[config.mk]
export PLATFORM = sky130hd
export DESIGN_NAME = lsg_scale
export DESIGN_NICKNAME = d
export VERILOG_FILES = /design/src/design/log_spiral_point_generator_macros.svh /design/src/design/lsg_pkg.sv /design/src/design/lsg_scale.sv
export SDC_FILE = /design/constraint.sdc
export NUM_CORES = 2
export LEC_CHECK = 0
export BUFFER_PORTS_ARGS = -buffer_cell sky130_fd_sc_hd__buf_2
export CAP_MARGIN = 20
export CORE_MARGIN = 2
export CORE_UTILIZATION = 55
export DETAILED_ROUTE_END_ITERATION = 10
export PLACE_DENSITY = 0.82
export SYNTH_ARGS = -nofsm -noshare
export SYNTH_HDL_FRONTEND = slang
export SYNTH_SLANG_ARGS = --single-unit
export TNS_END_PERCENT = 50
[constraint.sdc]
create_clock -name clk_i -period 19.1 [get_ports clk_i]
set_input_delay 2.865 -clock clk_i [delete_from_list [all_inputs] [get_ports clk_i]]
set_output_delay 2.865 -clock clk_i [all_outputs]
set_load 0.05 [all_outputs]
[src/design/log_spiral_point_generator_macros.svh]
// ----------------------------------------------------------------------------
// log spiral point generator assertion macros
// concurrent assertion helpers clocked on clk_i, disabled while in reset
// ----------------------------------------------------------------------------
`ifndef LOG_SPIRAL_POINT_GENERATOR_MACROS_SVH
`define LOG_SPIRAL_POINT_GENERATOR_MACROS_SVH

// same-cycle implication
`define LSG_ASSERT_IMPL(label, ante, cons) \
  label: assert property (@(posedge clk_i) disable iff (!rst_ni) (ante) |-> (cons)) \
    else $error("lsg assertion failed");

// next-cycle implication
`define LSG_ASSERT_NEXT(label, ante, cons) \
  label: assert property (@(posedge clk_i) disable iff (!rst_ni) (ante) |=> (cons)) \
    else $error("lsg assertion failed");

`endif

[src/design/lsg_pkg.sv]
// ----------------------------------------------------------------------------
// lsg_pkg
// shared widths, register indexes, control struct and cordic constant helpers
// ----------------------------------------------------------------------------
`default_nettype none

package lsg_pkg;

  localparam int CORDIC_ITERATIONS_DEF = 24;
  localparam int ANGLE_FRAC_BITS_DEF   = 16;

  localparam int DW      = 36;  // cordic datapath, q2.30 with headroom
  localparam int SHW     = 6;   // shift / table index field
  localparam int OUT_W   = 52;
  localparam int ANG_W   = 20;
  localparam int SCALE_W = 15;
  localparam int GROW_W  = 15;
  localparam int STEP_W  = 17;
  localparam int ACC_W   = 21;
  localparam int CFG_W   = 20;
  localparam int MAG_W   = 31;
  localparam int M22_W   = 31;
  localparam int PROD_W  = 62;
  localparam int NX_W    = 16;

  typedef logic [1:0] cfg_idx_t;
  localparam cfg_idx_t CFG_SCALE  = 2'd0;
  localparam cfg_idx_t CFG_GROWTH = 2'd1;
  localparam cfg_idx_t CFG_END    = 2'd2;
  localparam cfg_idx_t CFG_STEP   = 2'd3;

  typedef struct packed {
    logic           load;
    logic           hyp;
    logic           step;
    logic [SHW-1:0] shift;
  } cordic_ctl_t;

  // long division by shift and subtract, elaboration use only
  function automatic logic [63:0] div_u64(input logic [63:0] num, input logic [63:0] den);
    logic [64:0] rem;
    logic [63:0] quo;
    rem = '0;
    quo = '0;
    for (int b = 63; b >= 0; b--) begin
      rem = {rem[63:0], num[b]};
      if (rem >= {1'b0, den}) begin
        rem = rem - {1'b0, den};
        quo[b] = 1'b1;
      end
    end
    return quo;
  endfunction

  // atan(1/m) or atanh(1/m) in q62 by series
  function automatic logic [63:0] series_q62(input logic [63:0] m, input logic hyp);
    logic [63:0] p;
    logic [63:0] sum;
    logic [63:0] term;
    p = div_u64(64'd1 << 62, m);
    sum = '0;
    for (int n = 0; n < 64; n++) begin
      if (p != 64'd0) begin
        term = div_u64(p, 64'(2 * n + 1));
        if (hyp || !n[0]) sum = sum + term;
        else sum = sum - term;
        p = div_u64(div_u64(p, m), m);
      end
    end
    return sum;
  endfunction

  function automatic logic [63:0] q62_to_q30(input logic [63:0] v);
    return (v + (64'd1 << 31)) >> 32;
  endfunction

  function automatic logic [63:0] pi_quarter_q30();
    logic [63:0] pi4;
    pi4 = 64'd4 * series_q62(64'd5, 1'b0) - series_q62(64'd239, 1'b0);
    return q62_to_q30(pi4);
  endfunction

  function automatic logic [63:0] ln_two_q30();
    return q62_to_q30(64'd2 * series_q62(64'd3, 1'b1));
  endfunction

  function automatic logic [63:0] atan_q30(input int i);
    if (i == 0) return pi_quarter_q30();
    return q62_to_q30(series_q62(64'd1 << i, 1'b0));
  endfunction

  function automatic logic [63:0] atanh_q30(input int i);
    if (i == 0) return 64'd0;
    return q62_to_q30(series_q62(64'd1 << i, 1'b1));
  endfunction

  function automatic logic [63:0] gain_circ_inv(input int iters);
    logic signed [63:0] x;
    logic signed [63:0] y;
    logic signed [63:0] z;
    logic signed [63:0] dx;
    logic signed [63:0] dy;
    logic signed [63:0] t;
    x = 64'sd1 <<< 30;
    y = '0;
    z = '0;
    for (int i = 0; i < 64; i++) begin
      if (i < iters) begin
        dx = y >>> i;
        dy = x >>> i;
        t  = $signed(atan_q30(i));
        if (z >= 0) begin
          x = x - dx; y = y + dy; z = z - t;
        end else begin
          x = x + dx; y = y - dy; z = z + t;
        end
      end
    end
    return div_u64((64'd1 << 60) + (64'(x) >> 1), 64'(x));
  endfunction

  function automatic logic [63:0] gain_hyp_inv(input int iters);
    logic signed [63:0] x;
    logic signed [63:0] y;
    logic signed [63:0] z;
    logic signed [63:0] dx;
    logic signed [63:0] dy;
    logic signed [63:0] t;
    int rep;
    int passes;
    x = 64'sd1 <<< 30;
    y = '0;
    z = '0;
    rep = 4;
    for (int i = 1; i <= 64; i++) begin
      if (i <= iters) begin
        passes = (i == rep) ? 2 : 1;
        for (int p = 0; p < 2; p++) begin
          if (p < passes) begin
            dx = y >>> i;
            dy = x >>> i;
            t  = $signed(atanh_q30(i));
            if (z >= 0) begin
              x = x + dx; y = y + dy; z = z - t;
            end else begin
              x = x - dx; y = y - dy; z = z + t;
            end
          end
        end
        if (i == rep) rep = 3 * rep + 1;
      end
    end
    return div_u64((64'd1 << 60) + (64'(x) >> 1), 64'(x));
  endfunction

endpackage

`default_nettype wire

[src/design/lsg_scale.sv]
// ----------------------------------------------------------------------------
// lsg_scale
// two-stage coordinate scaler: magnitude product, then 2^n shift, round, clip
// ----------------------------------------------------------------------------
`default_nettype none

module lsg_scale (
  input  logic                             clk_i,
  input  logic                             rst_ni,
  input  logic                             valid_i,
  input  logic [lsg_pkg::M22_W-1:0]        m22_i,
  input  logic signed [lsg_pkg::DW-1:0]    coord_i,
  input  logic [lsg_pkg::NX_W-1:0]         n_i,
  output logic                             valid_o,
  output logic [lsg_pkg::OUT_W-1:0]        res_o,
  output logic                             sat_o
);
  import lsg_pkg::*;

  localparam logic [OUT_W-1:0] POS_LIM = {1'b0, {(OUT_W-1){1'b1}}};

  logic [DW-1:0]     abs_c;
  logic [PROD_W-1:0] prod_q;
  logic              neg_q, vld_q;
  logic [NX_W-1:0]   n_q;

  assign abs_c = coord_i[DW-1] ? DW'(-coord_i) : DW'(coord_i);

  always_ff @(posedge clk_i or negedge rst_ni) begin
    if (!rst_ni) begin
      vld_q <= 1'b0;
    end else begin
      vld_q <= valid_i;
    end
  end

  always_ff @(posedge clk_i) begin
    prod_q <= PROD_W'(m22_i) * PROD_W'(abs_c[MAG_W-1:0]);
    neg_q  <= coord_i[DW-1];
    n_q    <= n_i;
  end

  logic [OUT_W-1:0]  lim, mag;
  logic [NX_W-1:0]   s;
  logic [5:0]        sh;
  logic [PROD_W:0]   rnd;
  logic              sat;

  always_comb begin
    lim = neg_q ? POS_LIM + OUT_W'(1) : POS_LIM;
    s   = n_q - NX_W'(44);
    sh  = 6'(NX_W'(44) - n_q);
    rnd = '0;
    sat = 1'b0;
    mag = '0;
    if (n_q >= NX_W'(44)) begin
      if (prod_q != '0 && (s >= NX_W'(52) || prod_q > PROD_W'(lim >> s[5:0]))) begin
        sat = 1'b1;
        mag = lim;
      end else begin
        mag = OUT_W'(prod_q << s[5:0]);
      end
    end else begin
      // round half up on the magnitude
      rnd = ({1'b0, prod_q} + ((PROD_W+1)'(1) << (sh - 6'd1))) >> sh;
      if (rnd > (PROD_W+1)'(lim)) begin
        sat = 1'b1;
        mag = lim;
      end else begin
        mag = rnd[OUT_W-1:0];
      end
    end
  end

  assign valid_o = vld_q;
  assign res_o   = neg_q ? OUT_W'(-mag) : mag;
  assign sat_o   = sat;

endmodule

`default_nettype wire

; ---- Word-level counts from Yosys, hierarchy flattened
; Index checks and enable logic that the tools add are counted.
[classes]
shifts = 4
add_sub_neg = 6
multipliers = 1
n_reduce_logical = 3
n_mux = 9
n_lt_le_gt_ge = 4
[op_table]
columns = op, count
row1 = $mux 52, 5
row2 = $add 62x63->63, 1
row3 = $gt 63x52->1, 1
row4 = $shl 1x6->63 const A, 1
row5 = $shr 63x6->63, 1
row6 = $gt 62x62->1, 1
row7 = $mul 31x31->62, 1
row8 = $reduce_bool 62->1, 1
row9 = $shl 62x6->52, 1
row10 = $shr 52x6->62, 1
row11 = $neg 52->52, 1
row12 = $ge 16x6->1 const B, 2
row13 = $mux 31, 1
row14 = $neg 31->31, 1
row15 = $sub 16x6->16 const B, 1
row16 = $sub 6x1->6 const B, 1
row17 = $sub 6x6->6 const A, 1
row18 = $mux 1, 3
row19 = $logic_and 1x1->1, 1
row20 = $logic_or 1x1->1, 1
[word_totals]
ff_bits = 80
word_cells = 31
output_inout_bits = 54
in_bits = 86

; ---- Longest topological paths before layout
[logic_depth]
ltp_word = 10
mapped_depth = 57
ltp_nobuf = 46

; ---- Worst setup path before layout
; Ideal clock, no wire load.
[synth_path]
path_type = flip-flop to output port
startpoint = reg n_q[0]
endpoint = out res_o[40] (netlist bit)
t_arrival_ns = 12.822
path_slack_ns = 3.413
path_stages_with_launch = 52
n_path_buf = 11
path_cell_list = dfxtp_1 buf_2 clkinv_1 buf_1 clkbuf_1 clkbuf_1 ha_1 buf_4 a21boi_2 xnor2_1 clkbuf_1 clkbuf_1 buf_1 nor2_1 a22oi_1 clkbuf_1 nor2_1 ha_1 (+16 left out) a21oi_1 o21a_1 o21ai_0 a2bb2oi_1 a31oi_1 o21ai_0 a21boi_0 and2_1 a32oi_4 o221ai_1 inv_1 ha_1 inv_1 nor3_2 nand4_1 buf_4 o41ai_2 xor2_1
[synth_via]
elab_chain_cells = 10
word_cells_on_any_way = 19
cone_classes = add/sub (5) / order compare (4) / shift (4) / mux (4) / reduce/logical (2)
[synth_rtl]
columns = element, line_no
row1 = start: declaration, lsg_scale.sv:25  ; logic [NX_W-1:0] n_q;
row2 = start signal: assignment, lsg_scale.sv:40  ; n_q <= n_i;
row3 = $sub 6x6->6, lsg_scale.sv:52  ; sh = 6'(NX_W'(44) - n_q);
row4 = $sub 6x1->6, lsg_scale.sv:65  ; rnd = ({1'b0, prod_q} + ((PROD_W+1)'(1) << (sh - 6'd1))) >> sh;
row5 = $shl 1x6->63, lsg_scale.sv:65
row6 = $add 62x63->63, lsg_scale.sv:65
row7 = $shr 63x6->63, lsg_scale.sv:65
row8 = $gt 63x52->1, lsg_scale.sv:66  ; if (rnd > (PROD_W+1)'(lim)) begin
row9 = $mux 52, lsg_scale.sv:66
row10 = $mux 52 (*), lsg_scale.sv:56  ; if (n_q >= NX_W'(44)) begin
row11 = $neg 52->52, lsg_scale.sv:76  ; assign res_o = neg_q ? OUT_W'(-mag) : mag;
row12 = $mux 52 (*), lsg_scale.sv:76
row13 = end: declaration, lsg_scale.sv:15  ; output logic [lsg_pkg::OUT_W-1:0] res_o,
; Every way passes the cells marked *; elsewhere a longest branch is shown, timed or not.

; ---- Worst setup path in the final report
[layout_path]
startpoint = reg n_q[1]
endpoint = out res_o[51] (netlist bit)
; The elaborated chain is that of the path after synthesis.

==> summary.md <==
| Metric | Value |
|---|---|
| Run status | complete, no violations |
| Crit path max fanout | 22 |
| Sink Count | 80 |
| Pin count of the biggest net entering global routing | 80 |
| Post-synth design cell area | ~53000 sq um |
| Ys flop type | dfxtp_1 |
| Initial DRC Count | about 5900 |
| Routability cong. | between 1 and 1.5 |
| ANT nets after route | 0 |
| Worst slew pin tran | 1.172 ns |
| CP max-delay cell | nor2_1 |
| Worst path max stage delay | 0.73 ns |
| Synth warn | 0 |
| Number of global-route vias before repair | 51150 |
| RSZ-0062 raised after global routing | no |
| Slew Viols, Final | 0 |
| Number of CTS-inserted buffers | 9 |
| Max H-tree Level | 3 |
| Fin. Hold Viols | 0 |
| Max Fclk | approximately 57 MHz |
| Count leader, synth | nand2_1 |
| CTS Hold Bufs | 0 |
| DRC | 0 |
| Initial Util | 55.52% |
| # fillers | 8497 |
| Seq/Total Area, Yosys | about 3.0% |
| Seq. cell area | 1617 sq um |
| CTS tree | built |
| Buffers plus inverters on the worst setup path | 7 |
| Post-synth EDFFs | 0 |
| Via density | between 6 and 7 |
| Die X | approximately 310 um |
| Post-cts sizing count | 0 |
| CTS max path bufs | 2 |
| GRT Overall Usage | about 40% |
| Setup Viol. Count Final | 0 |
| Leading area contributor after synthesis | fa_1 |
| Port Buffers | around 140 |
| Synth top area share | a little under a third |
| Worst setup SP type | register |
| Die Y | ~310 um |
| Clk slew on worst S/H paths | 0.09 ns |
| Crit-path most repeated cell | buf_4 |
| Min Tclk post-route | between 15 and 20 ns |
| Drt first pass iters | 9 |
| FF+latch count, synth | 80 |
| Wire per inst | 24.80 um |
| Die Area | 98560 sq um |
| Crit. End Element | output pin |
| Multi-input gate area | roughly 46000 sq um |
| Root buf cell | clkbuf_16 |
| Wirelength, routed | 196400 um |
| Post-synthesis net count | a little over 8000 |
| Top post-synthesis cells by area | fa_1 32%, ha_1 10%, nand2_1 8.3% |
| Row count | 113 |
| Area delta synth->final | 4.438% |
| CORE AREA | 95150 sq um |
| Hold crit path type | input port to asynchronous set/reset pin |
| Critical Path AT | between 10 and 15 ns |
| Largest delay share family, worst path | compound AO/OA/AOI/OAI gates |
| Setup bufs post-CTS | 0 |
| Layout cells sized above 1 | between 7 and 8% |
| DR vias | roughly 51000 |
| Fin nets | between 8000 and 9000 |
| Setup TNS | 0 ns |
| Post-Synthesis Cells | 6780 |
| FFs w/ async S/R, synth | 1.250% |
| Final worst path period share | 91.72% |
| Initial antenna violation count | 7 |
| Global-route wire length before repair | 301500 um |
| Post-DP HPWL | 156500 um |
| I/O pin total | 140 |
| Slew margin rel. | 21.57% |
| Syn avg cell area | 7.793 sq um |
| Req. time, crit path | 16.23 ns |
| Grt ovf | 0 |
| Post-synth top cells | 1164 x nand2_1, 941 x inv_1, 838 x fa_1 |
| Setup CP Type | register to output pin |
| Netlist cell types | between 90 and 100 |
| Max Cap Viol | 0 |
cell usage in the layout (no fill, tap or decap), types with 74 or more instances in the layout:
master | synthesis | final
a21o_1 | 128 | 128
xnor2_1 | 121 | 88
a21oi_1 | 293 | 293
dfxtp_1 | 79 | 75
nand4_1 | 74 | 74
inv_1 | 941 | 941
fa_1 | 838 | 838
nor3_1 | 95 | 95
buf_4 | 2 | 134
nand3_1 | 100 | 100
nand2_1 | 1164 | 1164
nor2b_1 | 111 | 111
nor2_1 | 413 | 412
ha_1 | 432 | 430
and2_1 | 160 | 160
buf_2 | 11 | 136
o21ai_0 | 249 | 248
kinds of logic (layout without fill, tap and decap cells):
family	after synthesis	in the layout	synth area share [%]
AO/OA/AOI/OAI	1409	1409	18.36
XOR/XNOR	169	169	2.802
adder cells (fa/ha/maj)	1270	1270	41.98
buffers and inverters	1363	1234	9.757
flip-flops	80	80	3.041
multiplexers	142	142	3.926
other	0	3	0
AND/OR/NAND/NOR	2347	2347	20.13
final cells by class:
type | instances | share of cell area (%)
clock inverters | 6 | 0.08617
repair buffers | 272 | 3.075
flip-flops and latches | 80 | 2.930
diodes | 3 | 0.01361
multi-input cells | 5337 | 84.15
clock buffers | 10 | 0.4331
well taps | 1265 | 2.868
inverters | 946 | 6.440
sequential cells by signal (all words and copies together), names as in the netlist:
| signal | cells |
|---|---|
| n_q | 16 |
| neg_q | 1 |
| valid_o | 1 |
| prod_q | 62 |
per-layer routing:
metal	up-vias	global-route usage, %	part of all wire, %
met5	-	0	0.013
met4	4	23.59	7.1
met3	724	7.382	10
met2	3283	62.18	44
met1	25020	51.52	38
li1	22440	-	-
worst paths after layout:
path,startpoint,to,slack (ns),depth (start not counted)
min in group clk_i,n_i[5],n_q[5]$_DFF_P_,2.55,1
max in group asynchronous,rst_ni,valid_o$_DFF_PN0_,16.78,1
worst max-delay path,n_q[1]$_DFF_P_,res_o[51],1.58,41
worst min-delay path,rst_ni,valid_o$_DFF_PN0_,2.24,1
per-stage QoR:
step	cells	area, sq um	hold WS (ns)	worst slack, ns	util, %
after CTS	7914	55160	2.213	2.131	57.97
after detailed placement	7898	54870	2.641	2.594	57.67
after floorplan	6780	52830	2.569	3.413	-
after global routing	7918	55180	2.224	1.102	57.99
final	7919	55180	2.236	1.582	57.99
after global placement	7897	54870	2.640	2.550	57.66
Power is left out: the tool's default activity adds up to more than one toggle a clock period on the data nets, which glitch-free logic cannot reach.
