===== src/design/log_spiral_point_generator_macros.svh =====
// ----------------------------------------------------------------------------
// log spiral point generator assertion macros
// concurrent assertion helpers clocked on clk_i, disabled while in reset
// ----------------------------------------------------------------------------
`ifndef LOG_SPIRAL_POINT_GENERATOR_MACROS_SVH
`define LOG_SPIRAL_POINT_GENERATOR_MACROS_SVH

// same-cycle implication
`define LSG_ASSERT_IMPL(label, ante, cons) \
  label: assert property (@(posedge clk_i) disable iff (!rst_ni) (ante) |-> (cons)) \
    else $error("lsg assertion failed");

// next-cycle implication
`define LSG_ASSERT_NEXT(label, ante, cons) \
  label: assert property (@(posedge clk_i) disable iff (!rst_ni) (ante) |=> (cons)) \
    else $error("lsg assertion failed");

`endif


===== src/design/lsg_pkg.sv =====
// ----------------------------------------------------------------------------
// lsg_pkg
// shared widths, register indexes, control struct and cordic constant helpers
// ----------------------------------------------------------------------------
`default_nettype none

package lsg_pkg;

  localparam int CORDIC_ITERATIONS_DEF = 24;
  localparam int ANGLE_FRAC_BITS_DEF   = 16;

  localparam int DW      = 36;  // cordic datapath, q2.30 with headroom
  localparam int SHW     = 6;   // shift / table index field
  localparam int OUT_W   = 52;
  localparam int ANG_W   = 20;
  localparam int SCALE_W = 15;
  localparam int GROW_W  = 15;
  localparam int STEP_W  = 17;
  localparam int ACC_W   = 21;
  localparam int CFG_W   = 20;
  localparam int MAG_W   = 31;
  localparam int M22_W   = 31;
  localparam int PROD_W  = 62;
  localparam int NX_W    = 16;

  typedef logic [1:0] cfg_idx_t;
  localparam cfg_idx_t CFG_SCALE  = 2'd0;
  localparam cfg_idx_t CFG_GROWTH = 2'd1;
  localparam cfg_idx_t CFG_END    = 2'd2;
  localparam cfg_idx_t CFG_STEP   = 2'd3;

  typedef struct packed {
    logic           load;
    logic           hyp;
    logic           step;
    logic [SHW-1:0] shift;
  } cordic_ctl_t;

  // long division by shift and subtract, elaboration use only
  function automatic logic [63:0] div_u64(input logic [63:0] num, input logic [63:0] den);
    logic [64:0] rem;
    logic [63:0] quo;
    rem = '0;
    quo = '0;
    for (int b = 63; b >= 0; b--) begin
      rem = {rem[63:0], num[b]};
      if (rem >= {1'b0, den}) begin
        rem = rem - {1'b0, den};
        quo[b] = 1'b1;
      end
    end
    return quo;
  endfunction

  // atan(1/m) or atanh(1/m) in q62 by series
  function automatic logic [63:0] series_q62(input logic [63:0] m, input logic hyp);
    logic [63:0] p;
    logic [63:0] sum;
    logic [63:0] term;
    p = div_u64(64'd1 << 62, m);
    sum = '0;
    for (int n = 0; n < 64; n++) begin
      if (p != 64'd0) begin
        term = div_u64(p, 64'(2 * n + 1));
        if (hyp || !n[0]) sum = sum + term;
        else sum = sum - term;
        p = div_u64(div_u64(p, m), m);
      end
    end
    return sum;
  endfunction

  function automatic logic [63:0] q62_to_q30(input logic [63:0] v);
    return (v + (64'd1 << 31)) >> 32;
  endfunction

  function automatic logic [63:0] pi_quarter_q30();
    logic [63:0] pi4;
    pi4 = 64'd4 * series_q62(64'd5, 1'b0) - series_q62(64'd239, 1'b0);
    return q62_to_q30(pi4);
  endfunction

  function automatic logic [63:0] ln_two_q30();
    return q62_to_q30(64'd2 * series_q62(64'd3, 1'b1));
  endfunction

  function automatic logic [63:0] atan_q30(input int i);
    if (i == 0) return pi_quarter_q30();
    return q62_to_q30(series_q62(64'd1 << i, 1'b0));
  endfunction

  function automatic logic [63:0] atanh_q30(input int i);
    if (i == 0) return 64'd0;
    return q62_to_q30(series_q62(64'd1 << i, 1'b1));
  endfunction

  function automatic logic [63:0] gain_circ_inv(input int iters);
    logic signed [63:0] x;
    logic signed [63:0] y;
    logic signed [63:0] z;
    logic signed [63:0] dx;
    logic signed [63:0] dy;
    logic signed [63:0] t;
    x = 64'sd1 <<< 30;
    y = '0;
    z = '0;
    for (int i = 0; i < 64; i++) begin
      if (i < iters) begin
        dx = y >>> i;
        dy = x >>> i;
        t  = $signed(atan_q30(i));
        if (z >= 0) begin
          x = x - dx; y = y + dy; z = z - t;
        end else begin
          x = x + dx; y = y - dy; z = z + t;
        end
      end
    end
    return div_u64((64'd1 << 60) + (64'(x) >> 1), 64'(x));
  endfunction

  function automatic logic [63:0] gain_hyp_inv(input int iters);
    logic signed [63:0] x;
    logic signed [63:0] y;
    logic signed [63:0] z;
    logic signed [63:0] dx;
    logic signed [63:0] dy;
    logic signed [63:0] t;
    int rep;
    int passes;
    x = 64'sd1 <<< 30;
    y = '0;
    z = '0;
    rep = 4;
    for (int i = 1; i <= 64; i++) begin
      if (i <= iters) begin
        passes = (i == rep) ? 2 : 1;
        for (int p = 0; p < 2; p++) begin
          if (p < passes) begin
            dx = y >>> i;
            dy = x >>> i;
            t  = $signed(atanh_q30(i));
            if (z >= 0) begin
              x = x + dx; y = y + dy; z = z - t;
            end else begin
              x = x - dx; y = y - dy; z = z + t;
            end
          end
        end
        if (i == rep) rep = 3 * rep + 1;
      end
    end
    return div_u64((64'd1 << 60) + (64'(x) >> 1), 64'(x));
  endfunction

endpackage

`default_nettype wire


===== src/design/lsg_cordic.sv =====
// ----------------------------------------------------------------------------
// lsg_cordic
// shared cordic rotation unit, one circular or hyperbolic step per cycle
// ----------------------------------------------------------------------------
`default_nettype none

module lsg_cordic #(
  parameter int CORDIC_ITERATIONS = lsg_pkg::CORDIC_ITERATIONS_DEF
) (
  input  logic                          clk_i,
  input  lsg_pkg::cordic_ctl_t          ctl_i,
  input  logic signed [lsg_pkg::DW-1:0] x0_i,
  input  logic signed [lsg_pkg::DW-1:0] y0_i,
  input  logic signed [lsg_pkg::DW-1:0] z0_i,
  output logic signed [lsg_pkg::DW-1:0] x_o,
  output logic signed [lsg_pkg::DW-1:0] y_o,
  output logic signed [lsg_pkg::DW-1:0] z_o
);
  import lsg_pkg::*;

  localparam int IW = $clog2(CORDIC_ITERATIONS + 1);

  logic signed [DW-1:0] tab_c [CORDIC_ITERATIONS+1];
  logic signed [DW-1:0] tab_h [CORDIC_ITERATIONS+1];

  for (genvar g = 0; g <= CORDIC_ITERATIONS; g++) begin : g_tab
    localparam logic signed [DW-1:0] ATAN_G  = DW'(atan_q30(g));
    localparam logic signed [DW-1:0] ATANH_G = DW'(atanh_q30(g));
    assign tab_c[g] = ATAN_G;
    assign tab_h[g] = ATANH_G;
  end

  logic signed [DW-1:0] x_q, y_q, z_q, x_d, y_d, z_d;
  logic signed [DW-1:0] dx, dy, ang;
  logic                 pos;

  always_comb begin
    dx  = y_q >>> ctl_i.shift;
    dy  = x_q >>> ctl_i.shift;
    ang = ctl_i.hyp ? tab_h[ctl_i.shift[IW-1:0]] : tab_c[ctl_i.shift[IW-1:0]];
    pos = !z_q[DW-1];
    x_d = x_q;
    y_d = y_q;
    z_d = z_q;
    if (ctl_i.load) begin
      x_d = x0_i;
      y_d = y0_i;
      z_d = z0_i;
    end else if (ctl_i.step) begin
      // hyperbolic mode flips the sign of the x update
      if (pos ^ ctl_i.hyp) x_d = x_q - dx;
      else x_d = x_q + dx;
      if (pos) begin
        y_d = y_q + dy;
        z_d = z_q - ang;
      end else begin
        y_d = y_q - dy;
        z_d = z_q + ang;
      end
    end
  end

  always_ff @(posedge clk_i) begin
    x_q <= x_d;
    y_q <= y_d;
    z_q <= z_d;
  end

  assign x_o = x_q;
  assign y_o = y_q;
  assign z_o = z_q;

endmodule

`default_nettype wire


===== config.mk =====
export PLATFORM = sky130hd
export DESIGN_NAME = lsg_cordic
export DESIGN_NICKNAME = d
export VERILOG_FILES = /design/src/design/log_spiral_point_generator_macros.svh /design/src/design/lsg_pkg.sv /design/src/design/lsg_cordic.sv
export SDC_FILE = /design/constraint.sdc
export NUM_CORES = 1
export LEC_CHECK = 0
export BUFFER_PORTS_ARGS = -buffer_cell sky130_fd_sc_hd__buf_2
export CAP_MARGIN = 20
export CORE_ASPECT_RATIO = 0.7
export CORE_UTILIZATION = 40
export CTS_BUF_LIST = sky130_fd_sc_hd__clkbuf_8
export CTS_CLUSTER_DIAMETER = 200
export DETAILED_ROUTE_END_ITERATION = 6
export PLACE_DENSITY = 0.68
export RECOVER_POWER = 100
export SLEW_MARGIN = 20
export SYNTH_ARGS = -nofsm -noshare
export SYNTH_HDL_FRONTEND = slang
export SYNTH_SLANG_ARGS = --single-unit

===== constraint.sdc =====
create_clock -name clk_i -period 8.3 [get_ports clk_i]
set_clock_uncertainty 0.2 [all_clocks]
set_input_delay 2.49 -clock clk_i [delete_from_list [all_inputs] [get_ports clk_i]]
set_output_delay 2.49 -clock clk_i [all_outputs]
set_load 0.05 [all_outputs]

Yosys cells after proc, flatten, opt, wreduce, memory -nomap -nowiden
Memories as Yosys holds them, arrays and structs flattened. Cells that the tools add are included.

Input port bits: 118. Memories: 2. Flip-flop bits (word level): 108. Word-level logic and storage cells: 32. ROM bits: 2304.

Mux-type cells: 14. Bitwise gates (word level): 2. Magnitude comparators: 1. Add/sub/neg operators: 6. Reduce and logical (&&, ||, !) cells: 2. Shift operators: 2.

Memory list: (name not given) (words 32, width 36, read ports 1, clocked after Yosys merged registers in 0, wr ports 0, RTL line lsg_cordic.sv:40) `ang = ctl_i.hyp ? tab_h[ctl_i.shift[IW-1:0]] : tab_c[ctl_i.shift[IW-1:0]];`; (name not given) (words 32, width 36, read ports 1, clocked after Yosys merged registers in 0, wr ports 0, RTL line lsg_cordic.sv:40).

Operator list (count): 36-bit two-way mux (14); 36-bit adder (3); 36-bit subtractor (3); 36-bit by 6-bit >>> shifter with 36-bit output (2); 6-bit greater-or-equal comparator, second input constant (1); 5-bit NOT with 6-bit output (1); 2-bit nonzero test (1); 1-bit logical NOT (1); 1-bit bitwise XOR (1).

Logic depth before layout (Yosys ltp)
Depth in word-level cells: 9. Depth in mapped cells: 31.

Worst setup path after synthesis
No wires, ideal clock.

Path type: input-to-reg. From: input port ctl_i[1] (netlist bit). To: register z_q[34], in the netlist z_o[34], data pin. Slack: -495 ps. Arrival time: 8459 ps. Required time: 7964 ps. Buffers on the path: 6. Cell stages on the path: 29. Cell sequence: buf_2 inv_1 buf_2 buf_2 clkbuf_1 ha_1 nor2b_1 a211oi_1 a211oi_1 inv_1 ha_1 nand3_1 nor2_1 and3_1 clkbuf_1 a21oi_1 xor2_1 ha_1 clkbuf_1 a211oi_1 and4b_1 nand3_1 nor2b_1 a22o_1 o41ai_1 o31a_1 a31oi_1 or4b_2 nand3_1.

Longest elaborated chain between the ends: 9. Elaborated cells between the ends (all ways): 13.

Ends and longest elaborated chain: start, declared (RTL line lsg_cordic.sv:11) `input lsg_pkg::cordic_ctl_t ctl_i,`; 5-bit NOT with 6-bit output (implied by the code) (*) (RTL line lsg_cordic.sv:40); memory read 32 x 36 bit; 36-bit two-way mux (implied by the code) (2 in a row) (RTL line lsg_cordic.sv:40); 36-bit two-way mux (*) (RTL line lsg_cordic.sv:40); 36-bit subtractor or 36-bit adder (tied branches) (RTL line lsg_cordic.sv:55, lsg_cordic.sv:58); 36-bit two-way mux (*) (RTL line lsg_cordic.sv:53) `if (pos) begin`; 36-bit two-way mux (*) (RTL line lsg_cordic.sv:49) `end else if (ctl_i.step) begin`; 36-bit two-way mux (*) (RTL line lsg_cordic.sv:45) `if (ctl_i.load) begin`; via z_d[34] (RTL line lsg_cordic.sv:33) `logic signed [DW-1:0] x_q, y_q, z_q, x_d, y_d, z_d;`; end signal, assigned (RTL line lsg_cordic.sv:66) `z_q <= z_d;`; end, declared (RTL line lsg_cordic.sv:33).

Mark *: on every way through the listed nets, which the timed path passes. The rest lies on a longest branch. The select of a mux whose other input is x is not followed. A chain may end at the register's enable or synchronous reset.

Worst setup path in the final report
From: input port ctl_i[3] (netlist bit). To: register y_q[30], in the netlist y_o[30], data pin.

Longest elaborated chain between the ends: 5. Elaborated cells between the ends (all ways): 6.

Ends and longest elaborated chain: 36-bit by 6-bit >>> shifter with 36-bit output (*) (RTL line lsg_cordic.sv:39) `dy = x_q >>> ctl_i.shift;`; 36-bit adder or 36-bit subtractor (tied branches) (RTL line lsg_cordic.sv:54, lsg_cordic.sv:57); 36-bit two-way mux (*) (RTL line lsg_cordic.sv:53); 36-bit two-way mux (*) (RTL line lsg_cordic.sv:49); 36-bit two-way mux (*) (RTL line lsg_cordic.sv:45); via y_d[30] (RTL line lsg_cordic.sv:33); end signal, assigned (RTL line lsg_cordic.sv:65) `y_q <= y_d;`; end, declared (RTL line lsg_cordic.sv:33).

Marks and branches as above.

==> impl_results.md <==
- CTS H-Tree Depth: 3
- Clock tree buffer depth: 2
- CTS tree: done
- Worst VDD drop: 407 uV
- Total wire length: 87600 um
- Port Buffers: 225
- Slew Viols, Final: 111
- Fill count: 4351
- Seq pwr share: 13.1%
- Status: complete, but fails checks
- Num rows: 65
- Cell at the slowest stage of the critical path: nor2_2
- Setup crit end kind: flop
- Synth warn: 0
- Ratio of cells with drive above 1 in the final layout: 31.6%
- Worst-path fanout max: 14
- Comb pwr share: 84.2%
- Area after DPL: 24700 sq um
- Core Region: 45100 sq um
- Final period util: 97.3%
- Hold WC Path Type: reg2reg
- Clock sinks: 108
- DR vias/cell: 6.12
- Switch Pwr: 6.88 mW
- Reg-to-reg slack, setup: 1820 ps
- Gr ovfl total: 0
- Final hold violations: 0
- Max Cap Viol: 2
- WS Path Type: in2reg
- Die area: 46800 sq um
- Rel. slew slack: -137%
- Antenna violations before repair: 1
- Net Sw Frac: 52.7%
- Chip height: 181 um
- Top FF cell, synth: edfxtp_1
- Initial core utilization: 40.7%
- Non-Filler Instances: 3633
- Pre-antenna DRT Iters: 7
- P&R area growth vs syn: 35.6%
- Count of state elements after synthesis: 108
- Failing checks: design-rule violations, max-capacitance violations, max-slew violations
- Least-Margin Pin Slew: 3550 ps
- Cells after synthesis: 2271
- Root Driver: clkbuf_8
- Peak Freq: 124 MHz
- Crit path from: ctl_i[3]
- Via count: 22200
- Pint: 6.17 mW
- Initial drt markers: 2812
- GRT Total Usage: 36.5%
- CP Data Required Time: 8320 ps
- Worst hold path depth: 2
- HPWL Detailed: 71100 um
- Min Tclk post-route: 8070 ps
- Mapped Avg Cell Area: 8.09 sq um
- DRC: 1
- Largest net degree at the start of global routing: 94
- Final net count: 3261
- CTS buffer count: 9
- Sequential area share after synthesis: 17.7%
- Area of all sequential standard cells: 3240 sq um
- Post-synth EDFFs: 108
- Largest stage delay, worst path: 440 ps
- Multi-input gate area: 14300 sq um
- Syn nets: 2508
- Ys async rst share: 0%
- Leakage power total: 11.1 nW
- First-pass GRT wire length: 130000 um
- Clock-pin slew on the worst setup and hold paths: 120 ps
- Clock group share of total power: 2.7%
- Final instance area: 24900 sq um
- Synth unique cells: 102
- Worst-Skew Late Latency: 480 ps
- Antenna Nets Post-Route: 0
- Vias in the first global route: 20900
- RD Place Congestion: 1.07
- Terminus of the critical flop-to-flop path: y_o[30]$_DFFE_PP_
- Arr. time, crit path: 8090 ps
- WHS Endpoint: z_o[0]$_DFFE_PP_
- FF-to-FF path depth: 24
- CP Launch Type: input pin
- Width of the die: 258 um
- Min-delay src: z_o[0]$_DFFE_PP_
- Synthesized cell area: 18400 sq um
- Io pins: 226
- Endpoints failing setup: 0
- Power Density: 524 nW/um^2
- Most used cell along the critical path: buf_4
- Routed WL per cell: 24.1 um
- Worst R2R Start: x_o[34]$_DFFE_PP_
- Placed cells: 3613
==> registers in the layout (all words and copies together) (netlist names) <==
signal / cells
x_o: 36
y_o: 36
z_o: 36
==> logic make-up after synthesis <==
family	count (synthesis)	share of synthesized area (%)
XOR/XNOR	178	8.49
flip-flops	108	17.7
AO/OA/AOI/OAI	778	27.4
buffers and inverters	210	5.25
AND/OR/NAND/NOR	698	18.4
adder cells (fa/ha/maj)	119	8.23
multiplexers	180	14.6
==> layout make-up <==
cell class	instances	area share [%]
clock buffer	9	0.497
clock inverter	7	0.196
multi-input combinational	1953	57.5
tap	603	3.03
antenna	1	0.0100
timing repair buffer	891	24.8
sequential	108	13.0
inverter	61	0.919
==> worst max path at each step <==
| stage | endpoint | slack, ps | cells after the start |
|---|---|---|---|
| finish | y_o[30]$_DFFE_PP_ | 230 | 28 |
| global placement | x_o[35]$_DFFE_PP_ | -620 | 25 |
| detailed placement | x_o[35]$_DFFE_PP_ | -700 | 26 |
| CTS | y_o[32]$_DFFE_PP_ | 9 | 24 |
| global route | x_o[32]$_DFFE_PP_ | -10 | 27 |
| floorplan | x_o[35]$_DFFE_PP_ | 10 | 25 |
==> synthesized netlist by cell type, types with 21 or more instances <==
| master | instances | share of area (%) |
|---|---|---|
| inv_1 | 59 | 1.2 |
| mux4_2 | 64 | 7.8 |
| and2_1 | 21 | 0.72 |
| ha_1 | 116 | 7.9 |
| a21oi_1 | 200 | 5.5 |
| o21ai_0 | 190 | 5.2 |
| xnor2_1 | 93 | 4.4 |
| mux2i_1 | 76 | 4.1 |
| a211oi_1 | 34 | 1.4 |
| edfxtp_1 | 108 | 18 |
| o21a_1 | 24 | 0.98 |
| nor3_1 | 43 | 1.2 |
| nor2_1 | 172 | 3.5 |
| o22ai_1 | 34 | 1.2 |
| a21o_1 | 59 | 2.4 |
| nand2_1 | 238 | 4.9 |
| mux2_2 | 36 | 2.2 |
| nand3_1 | 38 | 1.0 |
| xor2_1 | 85 | 4.1 |
| clkbuf_1 | 74 | 1.5 |
| a31oi_1 | 39 | 1.3 |
| buf_2 | 36 | 0.98 |
| nor2b_1 | 33 | 1.1 |
| nand2b_1 | 41 | 1.4 |
==> metal layers <==
layer | share of wire [%] | vias up | track usage (%)
li1 | - | 10100 | -
met1 | 45 | 10700 | 53.4
met5 | 0 | - | 0
met3 | 13 | 140 | 13.0
met2 | 40 | 1353 | 50.5
met4 | 2.0 | 0 | 7.57
==> repair_timing <==
| action | 4_1_cts | 5_1_grt |
|---|---|---|
| gates resized for setup | 3 | 34 |
| pin swaps | 1 | 6 |
| buffers inserted | 0 | 1 |
| hold buffers | 0 | 0 |
| cloned | 0 | 2 |
| setup endpoints to repair | 5 | 24 |
==> power groups by stage <==
stage,Sequential (mW),Combinational [mW],Clock (mW)
finish,1.71,11.0,0.353
global route,1.73,11.8,0.373
CTS,1.67,10.8,0.363
detailed placement,1.68,10.7,0
global placement,1.68,10.5,0
floorplan,2.28,5.61,0
==> layout by cell type (no fill, tap or decap), types with 59 or more instances in the layout <==
cell / netlist / routed
ha_1: 116 / 116
mux4_2: 64 / 64
a21o_1: 59 / 59
clkbuf_1: 74 / 118
mux2i_1: 76 / 74
xor2_1: 85 / 85
xnor2_1: 93 / 92
a21oi_1: 200 / 199
buf_4: 12 / 630
o21ai_0: 190 / 187
buf_2: 36 / 113
nand2_1: 238 / 238
nor2_1: 172 / 171
edfxtp_1: 108 / 108
==> metrics by stage <==
step,TNS (ps),power [mW],setup WS (ps),hold WS [ps],utilization (%)
after floorplan,0,7.89,13.9,858,-
after global placement,-6490,12.2,-620,491,54.7
after detailed placement,-9850,12.4,-697,513,54.7
after CTS,0,12.8,8.77,544,55.1
after global routing,-11.9,13.9,-11.9,605,55.2
final,0,13.1,226,551,55.2
==> worst max-delay path: cells and delay by family <==
kind                     cells  cell delay (ps)
AO/OA/AOI/OAI               10             1730
AND/OR/NAND/NOR              7             2030
XOR/XNOR                     2              400
adder cells (fa/ha/maj)      1              200
buffers and inverters        8             1260
(Power assumes the default switching activity.)
